==> config.mk <==
export PLATFORM = sky130hd
export DESIGN_NAME = recdp_scan
export DESIGN_NICKNAME = d
export VERILOG_FILES = /design/src/hdl/recdp_pkg.sv /design/src/hdl/recdp_scan.sv
export SDC_FILE = /design/constraint.sdc
export NUM_CORES = 1
export LEC_CHECK = 0
export ABC_CLOCK_PERIOD_IN_PS = 8560
export BUFFER_PORTS_ARGS = -buffer_cell sky130_fd_sc_hd__buf_4
export CAP_MARGIN = 15
export CORE_MARGIN = 3
export CORE_UTILIZATION = 45
export DETAILED_ROUTE_END_ITERATION = 10
export PLACE_DENSITY_LB_ADDON = 0.25
export SYNTH_ARGS = -nofsm -noshare
export SYNTH_HDL_FRONTEND = slang
export SYNTH_SLANG_ARGS = --single-unit
==> constraint.sdc <==
create_clock -name clk_i -period 8.56 [get_ports clk_i]
set_input_delay 1.284 -clock clk_i [delete_from_list [all_inputs] [get_ports clk_i]]
set_output_delay 1.284 -clock clk_i [all_outputs]
set_load 0.05 [all_outputs]
==> src/hdl/recdp_pkg.sv <==
package recdp_pkg;

  localparam int unsigned DEF_MAX_EVENTS = 256;
  localparam int unsigned DEF_COORD_BITS = 16;

  localparam int unsigned IDX_OUT_W   = 8;
  localparam int unsigned LEN_OUT_W   = 9;
  localparam int unsigned OUT_FIELD_W = IDX_OUT_W + LEN_OUT_W + 1 + IDX_OUT_W;
  localparam int unsigned OUT_TDATA_W = ((OUT_FIELD_W + 7) / 8) * 8;

  typedef enum logic [2:0] {
    SCAN_IDLE,
    SCAN_READ,
    SCAN_LAST,
    SCAN_WRITE,
    SCAN_EMIT
  } scan_state_e;

  typedef struct packed {
    logic                 overflow;
    logic [IDX_OUT_W-1:0] predecessor;
    logic                 has_predecessor;
    logic [LEN_OUT_W-1:0] best_length;
    logic [IDX_OUT_W-1:0] event_index;
  } res_t;

endpackage

==> src/hdl/recdp_scan.sv <==
module recdp_scan import recdp_pkg::*; #(
  parameter int unsigned MAX_EVENTS = DEF_MAX_EVENTS,
  parameter int unsigned COORD_BITS = DEF_COORD_BITS
) (
  input  logic                          clk_i,
  input  logic                          rst_ni,
  input  logic                          in_valid_i,
  output logic                          in_ready_o,
  input  logic [COORD_BITS-1:0]         in_coord_i,
  input  logic                          in_restart_i,
  output logic                          rd_en_o,
  output logic [$clog2(MAX_EVENTS)-1:0] rd_addr_o,
  input  logic [COORD_BITS-1:0]         rd_coord_i,
  input  logic [$clog2(MAX_EVENTS):0]   rd_len_i,
  output logic                          wr_en_o,
  output logic [$clog2(MAX_EVENTS)-1:0] wr_addr_o,
  output logic [COORD_BITS-1:0]         wr_coord_o,
  output logic [$clog2(MAX_EVENTS):0]   wr_len_o,
  output logic                          res_valid_o,
  input  logic                          res_ready_i,
  output res_t                          res_o
);

  localparam int unsigned IDX_W = $clog2(MAX_EVENTS);
  localparam int unsigned CNT_W = IDX_W + 1;
  localparam int unsigned LEN_W = IDX_W + 1;
  localparam int unsigned DW    = COORD_BITS + 1;
  localparam int unsigned CMP_W = (DW > IDX_W) ? DW : IDX_W;

  scan_state_e state_q, state_d;
  logic [CNT_W-1:0]      count_q, count_d;
  logic                  cmp_vld_q;
  logic [IDX_W-1:0]      i_q, ja_q, cmp_j_q, pred_q;
  logic [COORD_BITS-1:0] coord_q;
  logic [LEN_W-1:0]      best_q;
  logic                  found_q, ovf_q;

  logic                  accept;
  logic [CNT_W-1:0]      start_cnt;
  logic                  start_ovf;
  logic [DW-1:0]         diff, mag;
  logic [IDX_W-1:0]      gap;
  logic                  hit, take;
  logic [LEN_W-1:0]      len_new;

  assign accept    = in_valid_i && in_ready_o;
  assign start_cnt = in_restart_i ? '0 : count_q;
  assign start_ovf = start_cnt >= CNT_W'(MAX_EVENTS);

  // Distance test against the entry read last cycle.
  assign diff = {coord_q[COORD_BITS-1], coord_q} - {rd_coord_i[COORD_BITS-1], rd_coord_i};
  assign mag  = diff[DW-1] ? (~diff + DW'(1)) : diff;
  assign gap  = i_q - cmp_j_q;
  assign hit  = CMP_W'(mag) <= CMP_W'(gap);
  // Later entries win ties.
  assign take = cmp_vld_q && hit && (!found_q || (rd_len_i >= best_q));

  assign len_new = best_q + LEN_W'(1);

  assign rd_addr_o  = ja_q;
  assign wr_addr_o  = i_q;
  assign wr_coord_o = coord_q;
  assign wr_len_o   = len_new;

  always_comb begin
    state_d     = state_q;
    count_d     = count_q;
    in_ready_o  = 1'b0;
    rd_en_o     = 1'b0;
    wr_en_o     = 1'b0;
    res_valid_o = 1'b0;
    unique case (state_q)
      SCAN_IDLE: begin
        in_ready_o = 1'b1;
        if (in_valid_i) begin
          priority if (start_ovf) begin
            state_d = SCAN_EMIT;
          end else if (start_cnt == '0) begin
            state_d = SCAN_WRITE;
          end else begin
            state_d = SCAN_READ;
          end
        end
      end
      SCAN_READ: begin
        rd_en_o = 1'b1;
        if (IDX_W'(ja_q + IDX_W'(1)) == i_q) begin
          state_d = SCAN_LAST;
        end
      end
      SCAN_LAST: begin
        state_d = SCAN_WRITE;
      end
      SCAN_WRITE: begin
        wr_en_o = 1'b1;
        count_d = {1'b0, i_q} + CNT_W'(1);
        state_d = SCAN_EMIT;
      end
      SCAN_EMIT: begin
        res_valid_o = 1'b1;
        if (res_ready_i) begin
          state_d = SCAN_IDLE;
        end
      end
      default: begin
        state_d = SCAN_IDLE;
      end
    endcase
  end

  always_ff @(posedge clk_i or negedge rst_ni) begin
    if (!rst_ni) begin
      state_q   <= SCAN_IDLE;
      count_q   <= '0;
      cmp_vld_q <= 1'b0;
    end else begin
      state_q   <= state_d;
      count_q   <= count_d;
      cmp_vld_q <= rd_en_o;
    end
  end

  always_ff @(posedge clk_i) begin
    cmp_j_q <= ja_q;
    if (accept) begin
      coord_q <= in_coord_i;
      i_q     <= start_cnt[IDX_W-1:0];
      ovf_q   <= start_ovf;
      ja_q    <= '0;
      best_q  <= '0;
      pred_q  <= '0;
      found_q <= 1'b0;
    end else begin
      if (rd_en_o) begin
        ja_q <= ja_q + IDX_W'(1);
      end
      if (take) begin
        best_q  <= rd_len_i;
        pred_q  <= cmp_j_q;
        found_q <= 1'b1;
      end
    end
  end

  always_comb begin
    res_o = '0;
    if (ovf_q) begin
      res_o.overflow = 1'b1;
    end else begin
      res_o.event_index     = IDX_OUT_W'(i_q);
      res_o.best_length     = LEN_OUT_W'(len_new);
      res_o.has_predecessor = found_q;
      res_o.predecessor     = found_q ? IDX_OUT_W'(pred_q) : '0;
    end
  end

endmodule

After elaboration in Yosys (flattened, before gate mapping)
Cells that the tools add are included.

Output and inout bits: 72. Bits in registers: 72. Logic and storage cells: 52.

Mux-type cells: 15. Add/sub/neg operators: 6. $lt $le $gt $ge: 3. Equal/unequal tests: 8. Bitwise gates (word level): 1. Reductions and logical operators: 8.

Operators with widths (count): $mux W26 (1); $add A17 B1 Y17 const B (1); $le A17 B8 Y1 (1); $mux W17 (1); $not A17 Y17 (1); $sub A16 B16 Y17 (1); $pmux W3 S5 (1); $mux W3 (4); $add A8 B1 Y9 const B (1); $add A9 B1 Y9 const B (1); $ge A9 B9 Y1 (1); $ge A9 B9 Y1 const B (1); $logic_not A9 Y1 (1); $mux W9 (1); $add A8 B1 Y8 const B (1); $eq A8 B8 Y1 (1); $mux W8 (1); $sub A8 B8 Y8 (1); $eq A3 B2 Y1 const B (2); $ne A2 B2 Y1 const B (3); $mux W1 (5); $eq A3 B1 Y1 const B (1); $eq A3 B3 Y1 const B (1); $logic_and A1 B1 Y1 (3); other kinds (5) (5).

Longest topological paths before layout
Depth after elaboration: 7. Gate-level depth with buffers: 25. Depth with buffers taken out: 21.

Least setup slack after synthesis
No wires, ideal clock.

Path kind: input-to-reg. Start point: input port rd_coord_i[12]. End point: register best_q[7]. Slack: 2725 ps. Library setup time: 132 ps. Stages on the path: 22. Required time: 8428 ps. Data arrival time: 5703 ps. Path buffers: 4. Cells stage by stage: inv_1 ha_1 clkbuf_1 a21oi_1 o21ai_0 or3b_2 o311ai_0 buf_2 o21ai_0 ha_1 nor2b_1 o21a_1 o21a_1 o21ai_0 nand2b_1 a221oi_1 o21ai_0 or4_1 buf_2 buf_6 o31ai_1 a21oi_1.

Longest elaborated chain between the ends: 7.

RTL lines: from (decl) (line recdp_scan.sv:13) `input logic [COORD_BITS-1:0] rd_coord_i,`; $sub A16 B16 Y17 * (line recdp_scan.sv:51) `assign diff = {coord_q[COORD_BITS-1], coord_q} - {rd_coord_i[COORD_BITS-1], rd_coord_i};`; $not A17 Y17 (line recdp_scan.sv:52) `assign mag = diff[DW-1] ? (~diff + DW'(1)) : diff;`; $add A17 B1 Y17 (line recdp_scan.sv:52); $mux W17 * (line recdp_scan.sv:52); $le A17 B8 Y1 * (line recdp_scan.sv:54) `assign hit = CMP_W'(mag) <= CMP_W'(gap);`; $logic_and A1 B1 Y1 * (2 in a row) (line recdp_scan.sv:56) `assign take = cmp_vld_q && hit && (!found_q || (rd_len_i >= best_q));`; to (signal assigned) (line recdp_scan.sv:138) `best_q <= rd_len_i;`; to (decl) (line recdp_scan.sv:35) `logic [LEN_W-1:0] best_q;`.

Mark *: on every way between the ends. The rest lies on a longest branch, timed or not. A chain may end at the register's enable or synchronous reset.

Worst setup path in the final report
Start point: input port rd_coord_i[0]. End point: register best_q[2].

The elaborated chain is that of the path after synthesis.

==> impl_metrics.tcl <==
set metrics [dict create \
    outcome "finished, final reports clean" \
    synth_adder_area_share_pct 11.1 \
    design_area_sq_um 6660 \
    syn2layout_area_growth_pct 24.7 \
    drt_iter0_markers 332 \
    muxShareOfSynthArea_pct 0.749 \
    reg2reg_to "best_q[2]" \
    min_path_type "flip-flop to flip-flop" \
    fp.dieArea_sq_um 13200 \
    ff2ff_setup_slack_ns 3.14 \
    cts_inserted_buffers 9 \
    ant_nets 0 \
    worst_ep_required_time_ns 8.76 \
    ctsHoldBuffers 0 \
    setup_viol 0 \
    slew_violations 0 \
    peakVddDrop_mv 0.276 \
    n_fill_cell 1025 \
    synthArstFlopShare_pct 18.1 \
    initial_utilization_pct 46.4 \
    p_leak_nw 2.88 \
    syn_inst 608 \
    grt.overflow.total 0 \
    critPathLaunch "rd_coord_i[0]" \
    htree_num_levels 3 \
    ys_warn_count 0 \
    clockBufferDepth 2 \
    crit_path_end_kind "flip-flop" \
    synth_edf_count 25 \
    cp-start-kind "input pin" \
    rsz0062_at_grt "no" \
    multi_input_area_sq_um 3300 \
    maxCapViolCount 0 \
    drc_errors 0 \
    hpwl_mm 10.1 \
    worstRegToRegCells 22 \
    grt_start_max_net_pins 52 \
    worstMarginPinSlew_ns 0.796 \
    p_per_area_nw_per_um2 316 \
    crit_type "input pin to flip-flop" \
    via_per_inst 5.68 \
    setup_tns_ns 0 \
    grt_pass1_vias 4673 \
    synth.top_cell.area_share_pct 14.0 \
    synth_seq_cells 72 \
    cts_tree "done" \
    cts.sinks 72 \
    fin_skew_ns 0.00833 \
    vias 4892 \
    gp_congestion 0.839 \
    placed_area_sq_um 6310 \
    min_period_over_period_pct 71.0 \
    grt.total_usage_pct 21.1 \
    clk_pin_slew_ns 0.06 \
    die_h_microns 115 \
    yosysSeqAreaShare_pct 32.9 \
    ios 118 \
    nets 806 \
    diodes 0 \
    period_needed_ns 6.07 \
    syn_area_sq_um 5340 \
    core_area_sq_um 11500 \
    synth_cell_types 71 \
    rr_startpoint "wr_coord_o[0]" \
    rows 39 \
    drive_above_1_share_pct 21.0 \
    cts-root-buf "clkbuf_16" \
    drt_wl_total_mm 13.9 \
    synth_top_family_by_area "simple AND/OR/NAND/NOR gates" \
    synth_xor_area_share_pct 8.52 \
    drtPass1Iterations 4 \
    synth-compound-area-share_pct 19.6 \
    ctsResizeCount 0 \
    report.final.hold_viol_count 0 \
    power.total_w 0.00211 \
    mostFrequentLayoutCell "buf_4" \
    antenna_found_initial 0 \
    synth_simple_gate_area_share_pct 21.8 \
    synth_nets 700 \
    ff_latch_area_sq_um 1760 \
    avgRoutedWirePerCell_microns 16.1 \
    crit_end "best_q[2]" \
    relSlewSlack_pct 46.6 \
    numPortBuffers 117 \
    grt_pass1_wl_mm 22.3 \
    crit_fanout 17 \
    worstSkewPairLatency_ns 0.34 \
    ys_dominant_reg_cell "dfxtp_1" \
    fp.dieW_microns 115 \
    fmax_ghz 0.165 \
    ys_top_cells_by_area "edfxtp_1 (14%), dfxtp_1 (13%), ha_1 (10%)" \
    post_cts_buffers 0 \
    synth.largest_area_cell "edfxtp_1" \
    layout_common_cells "buf_4 (120), inv_1 (44), ha_1 (44)" \
    postSynthAreaPerCell_sq_um 8.79 \
    cp_data_arrival_time_ns 6.27 \
]
-- stage by stage --
step	hold slack, ns	util [%]	instances	worst slack (ns)
floorplan	0.438	-	608	2.72
global placement	0.404	54.8	845	2.43
detailed placement	0.402	54.8	845	2.17
CTS	0.412	57.7	861	2.50
global route	0.425	57.8	862	2.20
finish	0.414	57.8	862	2.49
-- logic make-up after synthesis --
logic type | Yosys count
xor gates and xnor gates | 52
adders and majority gates | 46
muxes | 4
buffers and inverters | 71
AOI/OAI and AO/OA | 154
DFF | 72
and+or+nand+nor | 209
-- synthesized netlist by cell type, types with 3 or more instances --
library cell and n:
a21oi_1 43, a211oi_1 4, dfxtp_1 34, ha_1 44, or3_1 5, edfxtp_1 25, nor2_1 33, o21a_1 5
xor2_1 19, a211o_1 3, nor3_1 4, o31ai_1 19, nand4_1 27, nor4_1 4, inv_1 44, o21ai_0 28
and3_1 7, or2_2 5, o31a_1 4, nand2_1 34, mux2i_1 4, buf_2 5, a21o_1 10, nand3_1 14
xnor2_1 33, nand2b_1 11, dfrtp_1 13, and2_1 16, clkbuf_1 16, o211ai_1 5, nor2b_1 30, o211a_1 4
nand3b_1 4
-- report_power, final --
part / internal (W) / switching (W) / total, W
Sequential: 0.000440 / 0.0000924 / 0.000532
Combinational: 0.000421 / 0.000719 / 0.00114
Clock: 0.000284 / 0.000149 / 0.000433
-- state kept, by name (all words and copies together) (netlist names) --
register / flops
count_q: 9
cmp_vld_q: 1
ovf_q: 1
cmp_j_q: 8
wr_addr_o: 8
best_q: 9
pred_q: 8
found_q: 1
wr_coord_o: 16
rd_addr_o: 8
state_q: 3
-- per-layer routing --
metal,track usage (%),vias up,routed length (microns)
met5,0,-,0
met4,8.69,0,263
met3,3.32,19,791
met2,36.7,163,6910
met1,26.1,2285,5920
li1,-,2425,-
-- area by class of cell --
class / instances / area share (%)
multi-input cells: 465 / 49.5
flip-flops and latches: 72 / 26.4
repair buffers: 121 / 13.8
clock buffers: 10 / 3.44
well taps: 143 / 2.69
inverters: 45 / 2.54
clock inverters: 6 / 1.60
-- how the worst min path moves through the flow --
stage / cells after the start / end / from / slack [ns]
after global routing: 0 / cmp_j_q[1] / rd_addr_o[1] / 0.43
after detailed placement: 0 / cmp_j_q[1] / rd_addr_o[1] / 0.40
final: 0 / cmp_j_q[1] / rd_addr_o[1] / 0.41
after global placement: 0 / cmp_j_q[1] / rd_addr_o[1] / 0.40
after floorplan: 2 / count_q[1] / count_q[1] / 0.44
after CTS: 0 / cmp_j_q[1] / rd_addr_o[1] / 0.41
-- critical path: stages --
cell and delay [ns]:
buf_4 0.11, ha_1 0.22, fa_1 0.40, and2b_1 0.25
o2111ai_1 0.21, and2_1 0.27, o21ai_1 0.26, o311ai_1 0.12
buf_4 0.19, nand2_1 0.07, o21ai_0 0.09, ha_1 0.32
nor2b_1 0.13, o21a_1 0.16, o21a_1 0.16, o21ai_0 0.16
nand2b_1 0.07, a221oi_1 0.27, o21ai_0 0.18, or4_1 0.85
o31ai_1 0.38, a21oi_1 0.10
(Power assumes the default switching activity.)
